**config.mk**
```make
export PLATFORM = sky130hd
export DESIGN_NAME = tcc_cmd_queue
export DESIGN_NICKNAME = d
export VERILOG_FILES = /design/src/hw/rtl/text_console_cursor_scroll_assert.svh /design/src/hw/rtl/tcc_pkg.sv /design/src/hw/rtl/tcc_cmd_queue.sv
export SDC_FILE = /design/constraint.sdc
export NUM_CORES = 1
export LEC_CHECK = 0
export ABC_AREA = 1
export BUFFER_PORTS_ARGS = -buffer_cell sky130_fd_sc_hd__buf_2
export CORE_MARGIN = 3
export CORE_UTILIZATION = 30
export DETAILED_ROUTE_END_ITERATION = 10
export MAX_ROUTING_LAYER = met4
export PLACE_DENSITY_LB_ADDON = 0.05
export RECOVER_POWER = 100
export SYNTH_ARGS = -nofsm -noshare
export SYNTH_HDL_FRONTEND = slang
export SYNTH_SLANG_ARGS = --single-unit
```
**constraint.sdc**
```tcl
create_clock -name i_clk -period 3.64 [get_ports i_clk]
set_clock_uncertainty 0.2 [all_clocks]
set_input_delay 0.364 -clock i_clk [delete_from_list [all_inputs] [get_ports i_clk]]
set_output_delay 0.364 -clock i_clk [all_outputs]
set_load 0.02 [all_outputs]
```
**src/hw/rtl/text_console_cursor_scroll_assert.svh**
```systemverilog
// Assertion macros for the console back end, sampled on i_clk and gated by i_rst_n.
`ifndef TEXT_CONSOLE_CURSOR_SCROLL_ASSERT_SVH
`define TEXT_CONSOLE_CURSOR_SCROLL_ASSERT_SVH
`ifndef ASSERT_OFF
`define TCC_ASSERT(lbl, prop, msg) \
    lbl: assert property (@(posedge i_clk) disable iff (!i_rst_n) (prop)) else $error(msg);
`define TCC_ASSERT_NEXT(lbl, ante, cons, msg) \
    lbl: assert property (@(posedge i_clk) disable iff (!i_rst_n) (ante) |=> (cons)) \
        else $error(msg);
`else
`define TCC_ASSERT(lbl, prop, msg)
`define TCC_ASSERT_NEXT(lbl, ante, cons, msg)
`endif
`endif

```
**src/hw/rtl/tcc_pkg.sv**
```systemverilog
// Shared types, codes and constants of the text console.
`timescale 1ns / 1ps
package tcc_pkg;

    localparam int DEF_LINES   = 25;
    localparam int DEF_COLUMNS = 80;
    localparam int CMDQ_DEPTH  = 2;

    localparam logic [7:0]  BLANK_CHAR    = 8'h20;
    localparam logic [7:0]  DEFAULT_STYLE = 8'h0F;
    localparam logic [7:0]  NEWLINE_CHAR  = 8'd10;
    localparam logic [7:0]  NULL_CHAR     = 8'd0;
    localparam logic [15:0] BLANK_CELL    = {BLANK_CHAR, DEFAULT_STYLE};

    // Input modes
    localparam logic [1:0] MODE_PUT    = 2'd0;
    localparam logic [1:0] MODE_CLEAR  = 2'd1;
    localparam logic [1:0] MODE_SETPOS = 2'd2;
    localparam logic [1:0] MODE_READ   = 2'd3;

    // Register index (word address)
    localparam logic REG_FONT_STYLE = 1'b0;

    typedef logic [2:0] t_kind;

    localparam t_kind K_PUT     = 3'd0;
    localparam t_kind K_NEWLINE = 3'd1;
    localparam t_kind K_IGNORE  = 3'd2;
    localparam t_kind K_CLEAR   = 3'd3;
    localparam t_kind K_SETPOS  = 3'd4;
    localparam t_kind K_READ    = 3'd5;
    localparam t_kind K_ERROR   = 3'd6;

    typedef struct packed {
        t_kind      kind;
        logic [7:0] ch;
        logic [4:0] line;
        logic [6:0] column;
    } t_cmd;

    typedef struct packed {
        logic [4:0] line;
        logic [6:0] column;
        logic [7:0] cell_char;
        logic [7:0] cell_style;
        logic       scrolled;
        logic       range_error;
    } t_result;

    typedef struct packed {
        logic       en;
        logic [7:0] data;
    } t_cfg_wr;

    typedef struct packed {
        logic       init_busy;
        logic [7:0] font_style;
    } t_back_status;

endpackage

```
**src/hw/rtl/tcc_cmd_queue.sv**
```systemverilog
// Short command queue between the front end and the execution back end.
`timescale 1ns / 1ps
module tcc_cmd_queue import tcc_pkg::*; #(
    parameter int DEPTH = CMDQ_DEPTH
) (
    input  logic i_clk,
    input  logic i_rst_n,
    input  logic i_push,
    input  t_cmd i_cmd,
    output logic o_full,
    input  logic i_pop,
    output logic o_valid,
    output t_cmd o_cmd
);

    localparam int PTR_W = (DEPTH > 1) ? $clog2(DEPTH) : 1;
    localparam int CNT_W = $clog2(DEPTH + 1);

    t_cmd             r_entry [DEPTH];
    logic [PTR_W-1:0] r_wr_ptr;
    logic [PTR_W-1:0] r_rd_ptr;
    logic [CNT_W-1:0] r_count;
    logic             do_push;
    logic             do_pop;

    assign o_full  = (r_count == CNT_W'(DEPTH));
    assign o_valid = (r_count != '0);
    assign o_cmd   = r_entry[r_rd_ptr];
    assign do_push = i_push & ~o_full;
    assign do_pop  = i_pop & o_valid;

    always_ff @(posedge i_clk) begin
        if (!i_rst_n) begin
            r_wr_ptr <= '0;
            r_rd_ptr <= '0;
            r_count  <= '0;
        end else begin
            if (do_push) begin
                r_wr_ptr <= (r_wr_ptr == PTR_W'(DEPTH - 1)) ? '0 : r_wr_ptr + 1'b1;
            end
            if (do_pop) begin
                r_rd_ptr <= (r_rd_ptr == PTR_W'(DEPTH - 1)) ? '0 : r_rd_ptr + 1'b1;
            end
            if (do_push && !do_pop) begin
                r_count <= r_count + 1'b1;
            end else if (do_pop && !do_push) begin
                r_count <= r_count - 1'b1;
            end
        end
    end

    always_ff @(posedge i_clk) begin
        if (do_push) begin
            r_entry[r_wr_ptr] <= i_cmd;
        end
    end

endmodule

```
## Word level (Yosys, flattened, before mapping)

Memories as Yosys holds them, arrays and structs flattened. A register that Yosys moved wholly into a read port is not among the register bits.
Cells that the tools add are included.

- Register bits after elaboration: 4
- Memory bits (writable): 46
- Output and inout bits: 25
- Memories: 1

- Add/subtract/negate cells: 4
- Equal/unequal tests: 1
- Mux-type cells: 8
- Bitwise operators: 3
- Reduce and logical (&&, ||, !) cells: 6

Memories:

| memory | depth | width | rd ports | clocked after memory_dff | wr ports | line | RTL |
|---|---|---|---|---|---|---|---|
| r_entry | 2 | 23 | 1 | 1 | 1 | tcc_cmd_queue.sv:19 | `t_cmd r_entry [DEPTH];` |

Operators with widths:

| operator | count |
|---|---|
| 2-to-1 mux 1 bit | 6 |
| 2-to-1 mux 2 bit | 2 |
| nonzero test 2 bit | 2 |
| adder 1 bit, second input constant | 2 |
| adder 2 x 1 -> 2 bit, second input constant | 1 |
| bitwise AND 1 bit | 2 |
| equality test 2 bit, second input constant | 1 |
| logical AND 1 bit | 2 |
| zero test 1 bit | 2 |
| subtractor 2 x 1 -> 2 bit, second input constant | 1 |
| NOT 1 bit | 1 |

## Longest topological paths before layout

Gate-level depths: netlist of run 1.

- Depth after elaboration: 7
- Gate-level depth with buffers: 10
- Mapped depth without buffers: 10

## Worst setup path before layout of run 1

Ideal clock, no wire load.

- Path kind: register to register
- Start point: register r_count[0]
- End point: memory r_entry[1][0] (netlist bit) (enable)
- Arrival time: 1.481 ns
- Data required time: 3.037 ns
- Slack: 1.556 ns
- Stages on the path, launching flop included: 3
- Path buffers: 0
- Path through: dfxtp_1 -> o21ai_2 -> nor2_1

- Longest elaborated chain between the ends: 5

RTL lines:

| what | line | RTL |
|---|---|---|
| from (decl) | tcc_cmd_queue.sv:22 | `logic [CNT_W-1:0] r_count;` |
| from (signal assigned) | tcc_cmd_queue.sv:45 | `r_count <= r_count + 1'b1;` |
| from (signal assigned) | tcc_cmd_queue.sv:47 | `r_count <= r_count - 1'b1;` |
| equality test 2 bit | tcc_cmd_queue.sv:26 | `assign o_full = (r_count == CNT_W'(DEPTH));` |
| NOT 1 bit | tcc_cmd_queue.sv:29 | `assign do_push = i_push & ~o_full;` |
| bitwise AND 1 bit | tcc_cmd_queue.sv:29 |  |
| 2-to-1 mux 1 bit | tcc_cmd_queue.sv:53 | `if (do_push) begin` |
| 2-to-1 mux 1 bit (not written as such) | tcc_cmd_queue.sv:54 | `r_entry[r_wr_ptr] <= i_cmd;` |
| to (decl) | tcc_cmd_queue.sv:19 |  |

Every way passes these cells.

## Final worst setup path of run 1

- Start point: register r_count[0]
- End point: memory r_entry[0][20] (netlist bit) (enable)

The elaborated chain is that of the path after synthesis.

==> results of run 1 <==
-- logic make-up (layout without fill, tap and decap cells) --
kind of cell | Yosys count | in the layout
AOI/OAI and AO/OA | 5 | 5
adders and majority gates | 1 | 1
buffers and inverters | 10 | 69
DFF | 51 | 51
muxes | 23 | 23
and+or+nand+nor | 18 | 18
-- worst max-delay path: cells and delay by family (launching register included) --
family	cells	cell delay, ns
AOI/OAI and AO/OA	1	0.25
and+or+nand+nor	1	0.84
buffers and inverters	1	0.65
DFF	1	0.41
-- layout make-up --
class	count	area share [%]
clock buffers	5	3.009
repair buffers	53	9.628
well taps	75	4.103
flip-flops and latches	51	64.77
inverters	8	1.313
clock inverters	3	0.8753
multi-input cells	47	16.30
-- synth_stat cells --
cell,count
buf_6,2
nand3_1,1
ha_1,1
mux2_2,22
o21a_1,1
o21ai_0,2
inv_1,7
dfxtp_1,5
nor2_1,9
mux2_4,1
nand2_1,7
nand4_1,1
edfxtp_1,46
a21oi_1,1
inv_2,1
o21ai_2,1
-- sequential cells by signal, summed over array words and instances (netlist names), named ones only --
name,count
r_entry,46
r_count,2
r_rd_ptr,1
r_wr_ptr,1
-- power groups by stage --
stage / logic (mW) / clock network (mW) / registers [mW]
global placement: 0.446 / 0 / 0.809
floorplan: 0.336 / 0 / 0.782
detailed placement: 0.454 / 0 / 0.815
global route: 0.459 / 0.357 / 0.810
CTS: 0.456 / 0.333 / 0.801
finish: 0.413 / 0.316 / 0.797
-- layer usage --
layer | vias to the layer above | share of wire [%]
met2 | 33 | 50
met3 | 6 | 4.8
met5 | - | 0
li1 | 509 | -
met4 | 0 | 1.6
met1 | 508 | 43
-- how the worst min path moves through the flow --
| stage | end | start | cells past startpoint |
|---|---|---|---|
| after global placement | r_rd_ptr | r_rd_ptr | 2 |
| after floorplan | r_entry[0][0] | i_cmd[0] | 0 |
| after global routing | r_entry[1][6] | i_cmd[6] | 1 |
| after detailed placement | r_rd_ptr | r_rd_ptr | 2 |
| final | r_entry[1][0] | i_cmd[0] | 1 |
| after CTS | r_entry[0][0] | i_cmd[0] | 1 |
==> summary.md, run 1 <==
| Metric | Value |
|---|---|
| Final total power | `1.526 mW` |
| DR iter-0 viols | `31` |
| CP max-delay cell | `nor2_1` |
| Final Worst Setup Slack | `0.9233 ns` |
| Clock transition at the registers of the reported paths | `0.09 ns` |
| Initial core utilization | `31.54%` |
| M2 GR Usage | `17.02%` |
| Synth area leader | `edfxtp_1` |
| Die footprint | `7367 um2` |
| Critical path startpoint | `r_count[0]` |
| 1st-pass router iterations | `4` |
| Minimum clock period | `2.717 ns` |
| GRT Max-Usage Layer | `met2` |
| Post-route antenna net violation count | `0` |
| XOR/XNOR share of the synthesized area | `0%` |
| CTS Hold Bufs | `0` |
| Final setup viols | `0` |
| Tightest Hold Check Type | `in -> reg` |
| Sequential cell area | `1481 um2` |
| Antenna diodes | `0` |
| Crit path cell chain | `o21ai_0 -> nor2_1 -> clkbuf_1` |
| Met1 GRT Util | `12.07%` |
| Combinational Power Share | `27.1%` |
| Syn_area_per_cell | `17.70 um2` |
| Synth-to-layout area growth | `19.63%` |
| Data arrival, critical path | `2.44 ns` |
| Max-cap viol count | `0` |
| Largest family of logic cells by synthesized area | `multiplexers` |
| Setup crit end | `r_entry[0][20]` |
| Largest net degree at the start of global routing | `24` |
| GP Congestion | `0.7111` |
| Syn Nets | `136` |
| Ys Warns | `0` |
| Total core area | `6061 um2` |
| CTS tree | `yes` |
| Sw frac | `32.84%` |
| Fmax achieved | `0.3681 GHz` |
| FF-to-FF End | `r_entry[0][20]` |
| Commonest non-fill, non-tap cell in the layout | `edfxtp_1` |
| CP max FO | `12` |
| Flop pwr share | `52.2%` |
| WL final | `3.414 mm` |
| Pint | `1.025 mW` |
| Worst Setup End Kind | `register` |
| Count of final hold-check violations | `0` |
| Die W | `85.83 um` |
| CP Class | `reg -> reg` |
| Commonest cells after routing, fill and taps aside | `edfxtp_1 (46), clkbuf_1 (36), mux2_2 (20)` |
| Static Leak | `0.7913 nW` |
| Worst hold slack | `0.04900 ns` |
| Adder-cell share of the synthesized area | `0.6545%` |
| Reg2Reg Launch Point | `r_count[0]` |
| Setup tns final | `0 ns` |
| Layout cells sized above 1 | `28.14%` |
| Boundary pin count | `52` |
| # nets final | `194` |
| Max clock buf depth | `2` |
| R2R setup slack | `0.92 ns` |
| CTS Buf Count | `5` |
| Crit-path max cell delay | `0.84 ns` |
| Mux cell area share after synthesis | `13.74%` |
| DR WL/cell | `14.11 um` |
| Root buffer cell | `clkbuf_8` |
| Die outline height | `85.83 um` |
| Clock power share | `20.7%` |
| First-pass GRT wire length | `5.637 mm` |
| Worst Tran Pin Value | `1.416 ns` |
| Pins Over Slew Limit | `0` |
| Met3 usage | `3.458%` |
| Antenna violations before repair | `0` |
| RSZ-0062 raised after global routing | `no` |
| Synth top area cells | `edfxtp_1 (72%), mux2_2 (13%), dfxtp_1 (5.2%), nor2_1 (1.8%), inv_1 (1.4%)` |
| Critical Path RT | `3.37 ns` |
| Final core utilization | `37.74%` |
| CTS sink cnt | `51` |
| Postcts setup bufs | `0` |
| Status | `complete, no violations` |
| Fin crit share | `74.63%` |
| CTS resizes | `0` |
| # rows | `28` |
| FILL cells | `618` |
| Post-synth cell types | `16` |
| Clock Latency Late Sink | `0.29 ns` |
| Worst VDD drop | `0.2354 mV` |
| # DRC | `0` |
| Post-Syn Instances | `108` |
| Cell count after placement | `234` |
| Slew HR | `5.613%` |
| Setup crit start kind | `register` |
| Placed cell areas | `2258 um2` |
| Vias | `1056` |
| HPWL Detailed | `2.314 mm` |
| Input/output buffers | `51` |
| Post-synthesis compound-gate area fraction | `1.636%` |
| Vias in the first global route | `1165` |
| Yosys top cell area share | `72.25%` |
| Multi-input logic area | `372.9 um2` |
| Synth Area in Simple Gates | `3.730%` |
| Final instance area | `2287 um2` |
| Final Non-Filler Cells | `242` |
| Pre-CTS setup slack | `1.350 ns` |
| Total GRT Usage | `10.40%` |
| FF-to-FF path depth | `3` |
| Sw power | `501.2 uW` |
| Mapped cell area | `1912 um2` |
| Pwr Density | `667.2 nW/um2` |
| Post-synthesis sequential area ratio | `77.49%` |
| Vias/cell | `4.364` |
| Synth Register Bits | `51` |
| H-tree depth | `2` |
| GRT overflow | `0` |
Note: power is estimated with default switching activity, not from simulation.
==> run 2: changes to the inputs <==
==> constraint.sdc (replaced) <==
create_clock -name i_clk -period 2.7 [get_ports i_clk]
set_clock_uncertainty 0.2 [all_clocks]
set_input_delay 0.27 -clock i_clk [delete_from_list [all_inputs] [get_ports i_clk]]
set_output_delay 0.27 -clock i_clk [all_outputs]
set_load 0.02 [all_outputs]
==> run 2 against run 1 <==
Compared with the run above: routed wire length increased by 0.79%; clock power is 91% higher; cell area increased by 12%; setup slack got worse by 0.59 ns; sequential share of layout area shrank 7.0 points; via count increased by 7.2%; sequential power up 32%; critical path depth is the same; critical path type is now reg -> out.
==> summary.md, run 2 (synthesis gave the netlist of run 1 again) <==
| Metric | Value |
|---|---|
| FILL cells | `585` |
| 1st-pass router iterations | `3` |
| Fin crit share | `87.51%` |
| CTS sink cnt | `51` |
| WL final | `3.441 mm` |
| Final Non-Filler Cells | `266` |
| Clock Latency Late Sink | `0.29 ns` |
| Antenna violations before repair | `0` |
| Pwr Density | `884.2 nW/um2` |
| Postcts setup bufs | `0` |
| CP Class | `reg -> out` |
| CTS tree | `yes` |
| Total core area | `6061 um2` |
| Max clock buf depth | `2` |
| Commonest non-fill, non-tap cell in the layout | `edfxtp_1` |
| Hold Startpoint | `i_rst_n` |
| Final total power | `2.267 mW` |
| Boundary pin count | `52` |
| Post-route antenna net violation count | `0` |
| GRT overflow | `0` |
| Largest net degree at the start of global routing | `24` |
| Count of final hold-check violations | `0` |
| RSZ-0062 raised after global routing | `no` |
| Tightest Hold Check Type | `in -> reg` |
| Die footprint | `7367 um2` |
| Max-cap viol count | `0` |
| Root buffer cell | `clkbuf_8` |
| Antenna diodes | `0` |
| Fmax achieved | `0.4232 GHz` |
| Setup tns final | `0 ns` |
| Worst Setup End Kind | `output pin` |
| Vias in the first global route | `1176` |
| HPWL Detailed | `2.247 mm` |
| First-pass GRT wire length | `5.568 mm` |
| R2R setup slack | `0.75 ns` |
| Static Leak | `0.9015 nW` |
| Commonest cells after routing, fill and taps aside | `edfxtp_1 (46), clkbuf_1 (44), dlygate4sd3_1 (23)` |
| Cell count after placement | `235` |
| CTS Buf Count | `5` |
| Status | `complete, no violations` |
| Regs by FF count | `r_entry x46, r_count x2` |
| Number of flip-flops in the largest register | `46` |
| # rows | `28` |
| Die W | `85.83 um` |
| FF-to-FF path depth | `9` |
| H-tree depth | `2` |
| # DRC | `0` |
| Die outline height | `85.83 um` |
| Hold Path Stages | `3` |
| DR iter-0 viols | `29` |
| FF-to-FF End | `r_count[1]` |
| Synth-to-layout area growth | `34.10%` |
| Reg2Reg Launch Point | `r_count[1]` |
| Initial core utilization | `31.54%` |
| Setup crit start kind | `register` |
| CP max FO | `14` |
| Vias | `1132` |
| # nets final | `218` |
| Hold Path Sink | `r_wr_ptr` |
| Input/output buffers | `51` |
| Total GRT Usage | `10.31%` |
| Top reg by flops | `r_entry` |
| Slew HR | `56.94%` |
| Vias/cell | `4.256` |
| Layout cells sized above 1 | `23.04%` |
| DR WL/cell | `12.94 um` |
| GP Congestion | `0.6780` |
| Worst VDD drop | `0.4339 mV` |
| Clock transition at the registers of the reported paths | `0.09 ns` |
| Data arrival, critical path | `1.89 ns` |
| Minimum clock period | `2.363 ns` |
| Critical Path RT | `2.23 ns` |
| Final setup viols | `0` |
| Worst Tran Pin Value | `0.6459 ns` |
| Pins Over Slew Limit | `0` |
[run 2: report_power, final]
group          internal, mW  switching (mW)
Clock                 0.370           0.234
Combinational         0.225           0.386
Sequential             1.00          0.0510
[run 2: worst max-delay path: stages, from the launching register on]
cell      delay, ns
dfxtp_1        0.59
clkbuf_2       0.44
mux2_2         0.40
clkbuf_1       0.17
[run 2: through the flow]
stage               area [um2]  setup WS, ns  hold WS, ns  util (%)
detailed placement        2266        0.7542       0.2621     37.39
floorplan                 1912        0.6160       0.1689         -
global route              2564        0.2020      0.03323     42.30
global placement          2266        0.7837       0.2574     37.39
CTS                       2629        0.4120      0.03694     43.37
finish                    2564        0.3371      0.04719     42.30
[run 2: routing by layer]
layer  global-route usage (%)  vias up  part of all wire (%)
met5                        -        -                     0
met2                    16.53       29                    50
met3                    3.074        4                   5.0
li1                         -      558                     -
met1                    12.31      541                    44
met4                    3.885        0                   1.1
[run 2: final cells by class]
type | count | area (um2) | area share [%]
repair buffers | 77 | 446.7 | 17.42
inverters | 8 | 30.03 | 1.171
multi-input cells | 47 | 379.1 | 14.79
flip-flops and latches | 51 | 1481 | 57.78
clock buffers | 6 | 72.57 | 2.831
well taps | 75 | 93.84 | 3.660
clock inverters | 2 | 60.06 | 2.343
[run 2: worst max-delay path by stage]
stage                     to        from  depth (start not counted)
2_1_floorplan  r_entry[1][0]  r_count[0]                          2
3_3_place_gp       o_cmd[13]    register                          3
3_5_place_dp       o_cmd[13]    register                          3
4_1_cts            o_cmd[13]    register                          3
5_1_grt            o_cmd[15]    register                          3
6_report           o_cmd[13]    register                          3
[run 2: what timing repair did]
item / 4_1_cts / 5_1_grt
setup endpoints to repair: 0 / 0
endpoints found under the hold margin: 46 / 0
hold buffers: 23 / 0
resized for setup: 0 / 0
