## src/hw/rtl/text_console_cursor_scroll_assert.svh

```systemverilog
// Assertion macros for the console back end, sampled on i_clk and gated by i_rst_n.
`ifndef TEXT_CONSOLE_CURSOR_SCROLL_ASSERT_SVH
`define TEXT_CONSOLE_CURSOR_SCROLL_ASSERT_SVH
`ifndef ASSERT_OFF
`define TCC_ASSERT(lbl, prop, msg) \
    lbl: assert property (@(posedge i_clk) disable iff (!i_rst_n) (prop)) else $error(msg);
`define TCC_ASSERT_NEXT(lbl, ante, cons, msg) \
    lbl: assert property (@(posedge i_clk) disable iff (!i_rst_n) (ante) |=> (cons)) \
        else $error(msg);
`else
`define TCC_ASSERT(lbl, prop, msg)
`define TCC_ASSERT_NEXT(lbl, ante, cons, msg)
`endif
`endif

```

## src/hw/rtl/tcc_pkg.sv

```systemverilog
// Shared types, codes and constants of the text console.
`timescale 1ns / 1ps
package tcc_pkg;

    localparam int DEF_LINES   = 25;
    localparam int DEF_COLUMNS = 80;
    localparam int CMDQ_DEPTH  = 2;

    localparam logic [7:0]  BLANK_CHAR    = 8'h20;
    localparam logic [7:0]  DEFAULT_STYLE = 8'h0F;
    localparam logic [7:0]  NEWLINE_CHAR  = 8'd10;
    localparam logic [7:0]  NULL_CHAR     = 8'd0;
    localparam logic [15:0] BLANK_CELL    = {BLANK_CHAR, DEFAULT_STYLE};

    // Input modes
    localparam logic [1:0] MODE_PUT    = 2'd0;
    localparam logic [1:0] MODE_CLEAR  = 2'd1;
    localparam logic [1:0] MODE_SETPOS = 2'd2;
    localparam logic [1:0] MODE_READ   = 2'd3;

    // Register index (word address)
    localparam logic REG_FONT_STYLE = 1'b0;

    typedef logic [2:0] t_kind;

    localparam t_kind K_PUT     = 3'd0;
    localparam t_kind K_NEWLINE = 3'd1;
    localparam t_kind K_IGNORE  = 3'd2;
    localparam t_kind K_CLEAR   = 3'd3;
    localparam t_kind K_SETPOS  = 3'd4;
    localparam t_kind K_READ    = 3'd5;
    localparam t_kind K_ERROR   = 3'd6;

    typedef struct packed {
        t_kind      kind;
        logic [7:0] ch;
        logic [4:0] line;
        logic [6:0] column;
    } t_cmd;

    typedef struct packed {
        logic [4:0] line;
        logic [6:0] column;
        logic [7:0] cell_char;
        logic [7:0] cell_style;
        logic       scrolled;
        logic       range_error;
    } t_result;

    typedef struct packed {
        logic       en;
        logic [7:0] data;
    } t_cfg_wr;

    typedef struct packed {
        logic       init_busy;
        logic [7:0] font_style;
    } t_back_status;

endpackage

```

## src/hw/rtl/tcc_front.sv

```systemverilog
// Front end: accepts input items, classifies them and checks their targets.
`timescale 1ns / 1ps
module tcc_front import tcc_pkg::*; #(
    parameter int LINES   = DEF_LINES,
    parameter int COLUMNS = DEF_COLUMNS
) (
    input  logic       i_clk,
    input  logic       i_rst_n,
    input  logic       i_push,
    output logic       o_full,
    input  logic [1:0] i_mode,
    input  logic [7:0] i_char_code,
    input  logic [4:0] i_line,
    input  logic [6:0] i_column,
    input  logic       i_hold,
    input  logic       i_q_full,
    output logic       o_q_push,
    output t_cmd       o_cmd
);

    logic r_valid;
    t_cmd r_cmd;
    t_cmd n_cmd;
    logic in_ready;
    logic accept;
    logic bad_target;

    assign o_q_push = r_valid & ~i_q_full;
    assign in_ready = ~i_hold & (~r_valid | ~i_q_full);
    assign o_full   = ~in_ready;
    assign accept   = i_push & in_ready;
    assign o_cmd    = r_cmd;

    assign bad_target = ({1'b0, i_line} >= 6'(LINES)) || ({1'b0, i_column} >= 8'(COLUMNS));

    always_comb begin
        n_cmd.ch     = i_char_code;
        n_cmd.line   = i_line;
        n_cmd.column = i_column;
        case (i_mode)
            MODE_PUT: begin
                if (i_char_code == NEWLINE_CHAR) begin
                    n_cmd.kind = K_NEWLINE;
                end else if (i_char_code == NULL_CHAR) begin
                    n_cmd.kind = K_IGNORE;
                end else begin
                    n_cmd.kind = K_PUT;
                end
            end
            MODE_CLEAR:  n_cmd.kind = K_CLEAR;
            MODE_SETPOS: n_cmd.kind = bad_target ? K_ERROR : K_SETPOS;
            MODE_READ:   n_cmd.kind = bad_target ? K_ERROR : K_READ;
            default:     n_cmd.kind = K_IGNORE;
        endcase
    end

    always_ff @(posedge i_clk) begin
        if (!i_rst_n) begin
            r_valid <= 1'b0;
        end else if (accept) begin
            r_valid <= 1'b1;
        end else if (o_q_push) begin
            r_valid <= 1'b0;
        end
    end

    always_ff @(posedge i_clk) begin
        if (accept) begin
            r_cmd <= n_cmd;
        end
    end

endmodule

```

## config.mk

```make
export PLATFORM = sky130hd
export DESIGN_NAME = tcc_front
export DESIGN_NICKNAME = d
export VERILOG_FILES = /design/src/hw/rtl/text_console_cursor_scroll_assert.svh /design/src/hw/rtl/tcc_pkg.sv /design/src/hw/rtl/tcc_front.sv
export SDC_FILE = /design/constraint.sdc
export NUM_CORES = 1
export LEC_CHECK = 0
export BUFFER_PORTS_ARGS = -buffer_cell sky130_fd_sc_hd__buf_4
export CORE_ASPECT_RATIO = 1.25
export CORE_MARGIN = 2
export CORE_UTILIZATION = 43
export DETAILED_ROUTE_END_ITERATION = 16
export GPL_ROUTABILITY_DRIVEN = 0
export PLACE_DENSITY = 0.81
export SKIP_CTS_REPAIR_TIMING = 1
export SKIP_LAST_GASP = 1
export SLEW_MARGIN = 25
export SYNTH_ARGS = -nofsm -noshare
export SYNTH_HDL_FRONTEND = slang
export SYNTH_SLANG_ARGS = --single-unit
```

## constraint.sdc

```tcl
create_clock -name i_clk -period 2.7 [get_ports i_clk]
set_input_delay 0.27 -clock i_clk [delete_from_list [all_inputs] [get_ports i_clk]]
set_output_delay 0.27 -clock i_clk [all_outputs]
set_load 0.1 [all_outputs]
```

After elaboration in Yosys (flattened, before gate mapping). Cells that the tools add are included.

Input port bits: 27. Word-level logic and storage cells: 30. Output and inout bits: 25. Register bits: 24.

$lt $le $gt $ge: 2. Eq/ne operators: 4. Reduce and logical (&&, ||, !) cells: 4. Bitwise operators: 8. Muxes and demuxes: 7.

Operators by type and width (count): $pmux W3 S4 (1); $eq A8 B4 Y1 const B (1); $logic_not A8 Y1 (1); $mux W2 (4); $ge A7 B7 Y1 const B (1); $ge A5 B5 Y1 const B (1); $eq A2 B2 Y1 const B (2); $not A1 Y1 (4); $and A1 B1 Y1 (3); $eq A2 B1 Y1 const B (1); $logic_not A2 Y1 (1); $mux W1 (2); $reduce_bool A2 Y1 (1); $logic_or A1 B1 Y1 (1); $or A1 B1 Y1 (1).

Logic depth before layout (Yosys ltp). Gate-level depths: netlist of the first run.

Word-level depth: 5. Mapped depth: 3. Gate-level depth less buffers: 3.

Worst setup path before layout of the first run. OpenSTA, ideal clock, no wires.

Kind: reg2reg. From: register r_valid. To: register r_cmd, in the netlist o_cmd[0], enable pin. Stages on the path, launching flop included: 4. Arrival time: 2166 ps. Slack: 131 ps. Buffers on the path: 0. Library setup time: 403 ps. Path through: dfxtp_1 nand2_1 nand2b_1 nor2_1.

Cells in the longest elaborated chain, start to end: 4.

RTL lines: start, declared (RTL line tcc_front.sv:21) `logic r_valid;`; start signal, assigned (RTL line tcc_front.sv:59) `r_valid <= 1'b0;`; start signal, assigned (RTL line tcc_front.sv:61) `r_valid <= 1'b1;`; start signal, assigned (RTL line tcc_front.sv:63) `r_valid <= 1'b0;`; $not A1 Y1 (RTL line tcc_front.sv:29) `assign in_ready = ~i_hold & (~r_valid | ~i_q_full);`; $or A1 B1 Y1 (RTL line tcc_front.sv:29); $and A1 B1 Y1 (RTL line tcc_front.sv:29); $and A1 B1 Y1 (RTL line tcc_front.sv:31) `assign accept = i_push & in_ready;`; net accept (RTL line tcc_front.sv:25) `logic accept;`; end signal, assigned (RTL line tcc_front.sv:69) `r_cmd <= n_cmd;`; end, declared (RTL line tcc_front.sv:22) `t_cmd r_cmd;`.

The timed path passes the listed nets, and every way through them passes these cells. A chain may end at the register's enable or synchronous reset.

Worst setup path in the final report of the first run.
From: register r_valid. To: output port o_full.

Cells in the longest elaborated chain, start to end: 4.

RTL lines: $not A1 Y1 (RTL line tcc_front.sv:29); $or A1 B1 Y1 (RTL line tcc_front.sv:29); $and A1 B1 Y1 (RTL line tcc_front.sv:29); $not A1 Y1 (RTL line tcc_front.sv:30) `assign o_full = ~in_ready;`; end, declared (RTL line tcc_front.sv:10) `output logic o_full,`.

No other way between the ends.

==> qor.txt, run 1 <==
N_diodes -> 0
Fin nets -> 126
Final setup TNS -> 0 ns
Pre-CTS setup slack -> 1.457 ns
Syn_area_per_cell -> 19.32 µm²
Cell area after synthesis -> 830.8 µm²
CTS Sinks -> 24
Worst vdd ir -> 518.5 µV
Slew Limit Fails -> 0
Pleak -> 0.5327 nW
GRT Total Usage -> 16.34%
Top Ports -> 52
Largest area contributor in the netlist -> edfxtp_1
Most instantiated cells after synthesis -> 23 x edfxtp_1, 3 x nor2_1, 2 x a31oi_1, 2 x nand2_1, 2 x o21ai_0
Worst path arrival time -> 1.11 ns
WL/cell -> 15.22 µm
Slew HR -> 71.50%
Slew @ Worst Pin -> 0.4208 ns
Most frequent cell after synthesis -> edfxtp_1
Largest net degree at the start of global routing -> 24
Required @ worst endpoint -> 2.43 ns
Final ANT Viol Nets -> 0
Cells after synthesis -> 43
Vias post-DR -> 587
Hold crit path type -> in2reg
First-pass GRT wire length -> 2677 µm
Endpoints failing setup -> 0
CTS tree -> yes
Dominant cells by area after synthesis -> edfxtp_1 83%, nor4_4 2.6%, dfxtp_1 2.4%
Final period utilization -> 51.27%
Setup CP Type -> reg2out
Post-synth EDFFs -> 23
Leading register cell type out of synthesis -> edfxtp_1
Synth Area in Compound Gates -> 5.422%
Yosys top cell area share -> 83.13%
Post-layout min period -> 1.384 ns
Hold Path Stages -> 1
Fraction of layout instances using a drive strength above 1 -> 58.16%
Worst Path Max Fanout -> 2
RSZ-0062 raised after global routing -> no
Outcome -> finished, final reports clean
Fin. Hold Viols -> 0
Core area -> 1787 µm²
# DRC -> 0
First-pass detailed-route iteration total -> 4
Simple-Gate Fraction of Synth Area -> 8.133%
Area Overhead vs Synth -> 52.86%
Adder-Cell Fraction of Synth Area -> 0%
Post-synthesis cell type count -> 16
Min Hold Slack -> 0.1450 ns
Xor and xnor area share after synthesis -> 0%
Initial DRC count -> 10
Yosys warns -> 0
Port Buffers -> 51
Dpl hpwl -> 1440 µm
Tot Pwr -> 0.0007714 W
Die height -> 53.15 µm
Vias in the first global route -> 573
Root Driver -> clkbuf_4
Largest family of logic cells by synthesized area -> simple AND/OR/NAND/NOR gates
Mux contribution to synthesized area -> 0%
FP Rows -> 17
Overflow after GRT -> 0
Worst setup SP type -> flop
Pwr/cell area -> 607.4 nW/µm²
Final Skew -> 0.003654 ns
Initial Utilization -> 46.50%
Max frequency -> 722.4 MHz
DIE AREA -> 2302 µm²
Initial antenna violation count -> 0
Clk slew on worst S/H paths -> 0.12 ns
H-tree depth -> 1
Num CTS Buffers -> 3
Chip Width -> 43.32 µm
Yosys reg bits -> 24
Async SR Flop Fraction -> 0%
Seq/Total Area, Yosys -> 85.54%
Max Cap Viol -> 0
WL final -> 1781 µm
CP endpoint kind -> primary output
Reg2reg path depth -> 4
Worst-Skew Late Latency -> 0.29 ns
Vias per inst -> 5.017
Deepest clock path buffer count -> 2
Mapped Nets -> 70
PnR worst setup slack -> 1.316 ns
report_power, final:
part / switching (W) / leakage (nW) / internal, W
clock: 0.0000912 / 0.0154 / 0.0000536
combinational: 0.000145 / 0.294 / 0.0000497
sequential: 0.00000474 / 0.223 / 0.000427
metal layers:
metal	GRT usage (%)	wire length [µm]
met3	4.778	185
met4	6.061	19
met2	28.86	936
met1	18.54	639
met5	0	0
sequential cells by signal (all words and copies together) (netlist names):
name / count
o_cmd: 23
r_valid: 1
per-stage QoR:
step	util, %	instances	cell area [µm²]
2_1_floorplan	-	43	830.8
3_3_place_gp	69.61	113	1244
3_5_place_dp	69.61	113	1244
4_1_cts	71.08	117	1270
5_1_grt	71.08	117	1270
6_report	71.08	117	1270
worst paths after layout:
path                                      startpoint                   end  slack (ns)
worst max-delay path            r_valid$_SDFFE_PN0P_                o_full        1.32
worst min-delay path                     i_column[2]    o_cmd[2]$_DFFE_PP_        0.14
worst max register to register  r_valid$_SDFFE_PN0P_    o_cmd[3]$_DFFE_PP_        1.54
worst min register to register  r_valid$_SDFFE_PN0P_  r_valid$_SDFFE_PN0P_        0.62
cells in the final DEF (no fill, tap or decap):
cell type,n
a21oi_1,1
a311oi_1,1
a31oi_1,2
and2_1,1
and3b_1,1
buf_4,52
clkbuf_4,3
clkinv_1,1
dfxtp_1,1
edfxtp_1,23
inv_1,1
nand2_1,2
nand2b_1,1
nor2_1,2
nor2_2,1
nor2b_1,1
nor4_4,1
o21ai_0,2
o311ai_1,1
worst max-delay path: stages (launching register included):
cell	delay, ns
dfxtp_1	0.35
nand2_1	0.07
nand2b_1	0.10
buf_4	0.30
logic make-up after synthesis:
logic type / after synthesis
buffers and inverters: 2
AOI/OAI and AO/OA: 7
DFF: 24
and+or+nand+nor: 10
area by class of cell:
cell class,count,area (µm²)
Tap cell,19,23.77
Sequential cell,24,710.7
Inverter,1,3.754
Clock inverter,1,3.754
Clock buffer,3,22.52
Fill cell,128,516.7
Multi-Input combinational cell,17,115.1
Timing Repair Buffer,52,390.4
Power figures use the tool's default switching activity.
==> run 2: changes to the inputs <==
- ABC_AREA: unset -> 1
- CORE_UTILIZATION: 43 -> 41
- PLACE_DENSITY: 0.81 -> 0.76
- clock period: 2.7 -> 1.3 ns (I/O delays scaled with it)
==> qor.txt, run 2 <==
Worst setup SP type -> flop
Pleak -> 0.7154 nW
Slew @ Worst Pin -> 0.2855 ns
# DRC -> 0
Vias post-DR -> 755
Fin nets -> 170
Final non-filler cell total -> 162
Top Ports -> 52
Num CTS Buffers -> 3
CP max stage cell -> dfxtp_2
Async SR Flop Fraction -> 0%
Worst-Skew Late Latency -> 0.30 ns
WP buf/inv -> 1
WL final -> 2318 µm
Initial DRC count -> 13
First-pass GRT wire length -> 2822 µm
Overflow after GRT -> 0
Worst path arrival time -> 1.11 ns
Post-layout min period -> 1.235 ns
Required @ worst endpoint -> 1.17 ns
Max frequency -> 809.4 MHz
Port Buffers -> 51
CP delay by family, top -> flip-flops
RSZ-0062 raised after global routing -> no
Initial Utilization -> 44.07%
GRT Total Usage -> 15.66%
Gate power share -> 28.5%
CP endpoint kind -> primary output
CTS tree -> yes
Most frequent cells in the layout -> 51 x buf_4, 23 x edfxtp_1, 21 x dlygate4sd3_1
Final setup TNS -> 0 ns
Vias in the first global route -> 658
Post-synth EDFFs -> 23
Final ANT Viol Nets -> 0
N_diodes -> 0
Max FFs per register -> 23
Initial antenna violation count -> 0
Die height -> 55.90 µm
Seq/Total Area, Yosys -> 80.45%
Reg area -> 711.9 µm²
Root Driver -> clkbuf_4
Deepest clock path buffer count -> 2
Clk slew on worst S/H paths -> 0.12 ns
Mapped Nets -> 93
Crit path cell chain -> nand2_4, nand2_8, buf_4
Final Skew -> 0.001890 ns
FP Rows -> 18
First-pass detailed-route iteration total -> 4
Leading register cell type out of synthesis -> edfxtp_1
Most instantiated cells after synthesis -> 23 x edfxtp_1, 15 x nand2_1, 10 x inv_1, 10 x nor2_1, 2 x nand3_1
Cell area after synthesis -> 883.3 µm²
Area of the multi-input gates -> 165.2 µm²
Final Core Density -> 78.78%
Switching share of power -> 32.13%
Part of the power in the clock network -> 18.7%
H-tree depth -> 1
Dpl hpwl -> 1438 µm
Dominant cells by area after synthesis -> edfxtp_1 78%, nand2_1 6.4%, inv_1 4.2%
Area Overhead vs Synth -> 78.75%
Switch Pwr -> 0.0005464 W
Endpoints failing setup -> 0
Slew HR -> 81.12%
Post-synthesis cell type count -> 11
DIE AREA -> 2544 µm²
Vias per inst -> 4.660
Fin. Hold Viols -> 0
Largest net degree at the start of global routing -> 24
Tot Pwr -> 0.001701 W
Most frequent cell after synthesis -> edfxtp_1
Largest area contributor in the netlist -> edfxtp_1
Slew Limit Fails -> 0
Setup CP Type -> reg2out
Fillcell total -> 120
CTS Sinks -> 24
Final period utilization -> 95.04%
Commonest non-fill, non-tap cell in the layout -> buf_4
Chip Width -> 45.52 µm
Worst vdd ir -> 756.3 µV
Fraction of layout instances using a drive strength above 1 -> 42.96%
Cells after synthesis -> 66
Internal Power -> 0.001154 W
Hold crit path type -> in2reg
Yosys warns -> 0
Yosys top cell area share -> 78.19%
Worst Path Max Fanout -> 2
Pwr/cell area -> 1077 nW/µm²
Flop pwr share -> 52.8%
Yosys reg bits -> 24
Syn_area_per_cell -> 13.38 µm²
Slowest stage delay, CP -> 0.37 ns
WL/cell -> 14.31 µm
Placed cells -> 137
Outcome -> finished, final reports clean
Max Cap Viol -> 0
Core area -> 2004 µm²
## run 2: per-stage QoR
step	cell area [µm²]	hold slack [ns]	setup slack [ns]
5_1_grt	1579	0.003352	0.009791
3_3_place_gp	1343	0.3101	0.2526
6_report	1579	0.02993	0.06453
4_1_cts	1369	-0.01487	0.05637
3_5_place_dp	1343	0.3098	0.2217
2_1_floorplan	918.4	0.2276	-0.05445
## run 2: cell families (layout without fill, tap and decap cells)
kind of cell | Yosys count | count (layout) | synth area share (%)
AO/OA/AOI/OAI | 2 | 2 | 1.132
AND/OR/NAND/NOR | 29 | 29 | 13.74
flip-flops | 24 | 24 | 80.45
buffers and inverters | 11 | 87 | 4.674
## run 2: path summary, 6_finish.rpt
check / start / endpoint / slack [ns] / depth (start not counted)
worst max register to register: r_valid$_SDFFE_PN0P_ / o_cmd[4]$_DFFE_PP_ / 0.21 / 4
worst max-delay path: r_valid$_SDFFE_PN0P_ / o_full / 0.06 / 3
worst min-delay path: i_mode[1] / o_cmd[22]$_DFFE_PP_ / 0.03 / 1
worst min register to register: r_valid$_SDFFE_PN0P_ / r_valid$_SDFFE_PN0P_ / 0.62 / 4
## run 2: power by group through the flow
stage | registers (W) | logic (W) | clock network (W)
after floorplan | 0.00114 | 0.0000722 | 0
after global placement | 0.000914 | 0.000424 | 0
after detailed placement | 0.000915 | 0.000430 | 0
after CTS | 0.000897 | 0.000431 | 0.000325
after global routing | 0.000902 | 0.000503 | 0.000363
final | 0.000898 | 0.000484 | 0.000318
## run 2: layer usage
layer | share of wire (%) | vias up | GRT usage, % | routed length (µm)
li1 | - | 369 | - | -
met1 | 34 | 347 | 16.67 | 791
met2 | 58 | 35 | 26.36 | 1345
met3 | 5.8 | 4 | 3.247 | 134
met4 | 2.0 | 0 | 10.08 | 46
met5 | 0 | - | 0 | 0
## run 2: area by class of cell
cell class / count / area share, %
multi-input cells: 31 / 10.46
clock buffers: 3 / 1.426
flip-flops and latches: 24 / 45.09
well taps: 20 / 1.585
repair buffers: 73 / 38.83
inverters: 10 / 2.377
clock inverters: 1 / 0.2377
## run 2: worst reg2reg max path, cell delays in order (launching register included)
cell	delay, ns
dfxtp_2	0.35
nand2_4	0.09
nand2_8	0.06
nor2_4	0.13
buf_12	0.18
==> run 3: changes to the inputs <==
- REMOVE_ABC_BUFFERS: unset -> 1
==> qor.txt, run 3 (same netlist as run 2, synthesis figures left out) <==
Outcome -> finished, final reports clean
R2R Setup Slk -> 0.19 ns
Worst-Skew Late Latency -> 0.30 ns
Max Cap Viol -> 0
Final Skew -> 0.009899 ns
Max FFs per register -> 23
Clk slew on worst S/H paths -> 0.13 ns
CP dominant cell by count -> nand2_1
Dpl hpwl -> 1395 µm
Max frequency -> 818.4 MHz
Initial DRC count -> 25
WP depth -> 8
Die height -> 55.90 µm
Final period utilization -> 94.00%
Initial Utilization -> 44.07%
Post-layout min period -> 1.222 ns
Num CTS Buffers -> 3
Pleak -> 0.6838 nW
Tot Pwr -> 0.001684 W
Port Buffers -> 51
Worst reg2reg path startpoint -> r_valid$_SDFFE_PN0P_
H-tree depth -> 1
Initial antenna violation count -> 0
WL final -> 2398 µm
Vias post-DR -> 754
# DRC -> 0
Largest net degree at the start of global routing -> 24
First-pass GRT wire length -> 2684 µm
Commonest non-fill, non-tap cell in the layout -> buf_4
Required @ worst endpoint -> 1.37 ns
Fin nets -> 165
Overflow after GRT -> 0
N_diodes -> 0
Reg2reg end -> o_cmd[10]$_DFFE_PP_
Slew Limit Fails -> 0
Root Driver -> clkbuf_4
Setup crit end -> o_cmd[21]$_DFFE_PP_
WL/cell -> 15.27 µm
Vias in the first global route -> 620
Fillcell total -> 123
Final ANT Viol Nets -> 0
CP max stage cell -> dlygate4sd3_1
Core area -> 2004 µm²
Critical path origin -> i_line[1]
DIE AREA -> 2544 µm²
Reg2reg path depth -> 4
Pwr/cell area -> 1122 nW/µm²
CP delay by family, top -> buffers and inverters
Fin. Hold Viols -> 0
Area of the multi-input gates -> 133.9 µm²
Vias per inst -> 4.803
Crit path cell chain -> dlygate4sd3_1, buf_4, nor2_1, nand2_1, nand2_1, nand2_1, nand2_1, nand3_2
Slew HR -> 80.93%
Area Overhead vs Synth -> 69.83%
CTS tree -> yes
Most frequent cells in the layout -> 50 x buf_4, 23 x edfxtp_1, 16 x dlygate4sd3_1
Endpoints failing setup -> 0
Reg area -> 710.7 µm²
FP Rows -> 18
Hold crit path type -> in2reg
Worst vdd ir -> 989.7 µV
CP endpoint kind -> flop
Final setup TNS -> 0 ns
WP buf/inv -> 2
GRT Total Usage -> 14.35%
Fraction of layout instances using a drive strength above 1 -> 41.61%
RSZ-0062 raised after global routing -> no
Worst Path Max Fanout -> 2
Worst path arrival time -> 1.29 ns
Chip Width -> 45.52 µm
Top Ports -> 52
CTS Sinks -> 24
Slowest stage delay, CP -> 0.55 ns
First-pass detailed-route iteration total -> 4
Slew @ Worst Pin -> 0.2884 ns
Deepest clock path buffer count -> 2
Setup CP Type -> in2reg
Worst setup SP type -> primary input
[run 3: changes by cell type in the layout (fill, tap and decap cells not counted)]
| cell | before | now |
|---|---|---|
| clkinv_1 | 1 | 0 |
| clkbuf_1 | 0 | 1 |
| buf_4 | 51 | 50 |
| buf_6 | 0 | 1 |
| nor2_1 | 8 | 9 |
| nand2_1 | 13 | 15 |
| dfxtp_1 | 0 | 1 |
| dfxtp_2 | 1 | 0 |
| nand2_4 | 1 | 0 |
| nor2_4 | 1 | 0 |
| dlygate4sd3_1 | 21 | 16 |
| nand2_8 | 1 | 0 |
[run 3: layout make-up]
| class | instances | share of cell area, % |
|---|---|---|
| clock buffer | 4 | 1.751 |
| inverter | 10 | 2.502 |
| multi-input combinational | 31 | 8.924 |
| sequential | 24 | 47.37 |
| tap | 20 | 1.668 |
| timing repair buffer | 68 | 37.78 |
[run 3: worst min path at each step]
stage	start	slack [ns]	depth (start not counted)	end
floorplan	i_rst_n	0.23	2	r_valid$_SDFFE_PN0P_
global placement	i_rst_n	0.31	3	r_valid$_SDFFE_PN0P_
detailed placement	i_column[2]	0.31	1	o_cmd[2]$_DFFE_PP_
CTS	i_column[2]	0.003	1	o_cmd[2]$_DFFE_PP_
global route	i_char_code[0]	-0.004	1	o_cmd[12]$_DFFE_PP_
finish	i_rst_n	0.009	3	r_valid$_SDFFE_PN0P_
[run 3: where the power goes]
group / internal [W] / leakage [nW] / switching (W) / total (W)
clock: 0.000119 / 0.0150 / 0.000199 / 0.000318
combinational: 0.000142 / 0.445 / 0.000325 / 0.000468
sequential: 0.000887 / 0.224 / 0.0000107 / 0.000898
total: 0.00115 / 0.684 / 0.000535 / 0.00168
[run 3: worst min-delay path, cell delays in order]
cell and delay (ns):
buf_4 0.08, nand2_1 0.04, inv_1 0.04
[run 3: stage by stage]
step / area, µm² / hold WS (ns) / utilization (%) / instances / setup slack [ns]
after CTS: 1336 / 0.002754 / 66.67 / 141 / 0.06981
after global routing: 1500 / -0.004130 / 74.84 / 157 / 0.03353
after floorplan: 879.6 / 0.2276 / - / 65 / -1.253
final: 1500 / 0.008653 / 74.84 / 157 / 0.07803
after detailed placement: 1310 / 0.3100 / 65.36 / 137 / 0.2236
after global placement: 1310 / 0.3127 / 65.36 / 137 / 0.2744
[run 3: metal layers]
layer,routed length (µm),track usage [%],up-vias
met3,179,4.221,2
met2,1324,24.95,42
met1,874,15.10,350
met5,0,0,-
met4,19,6.303,0
li1,-,-,360
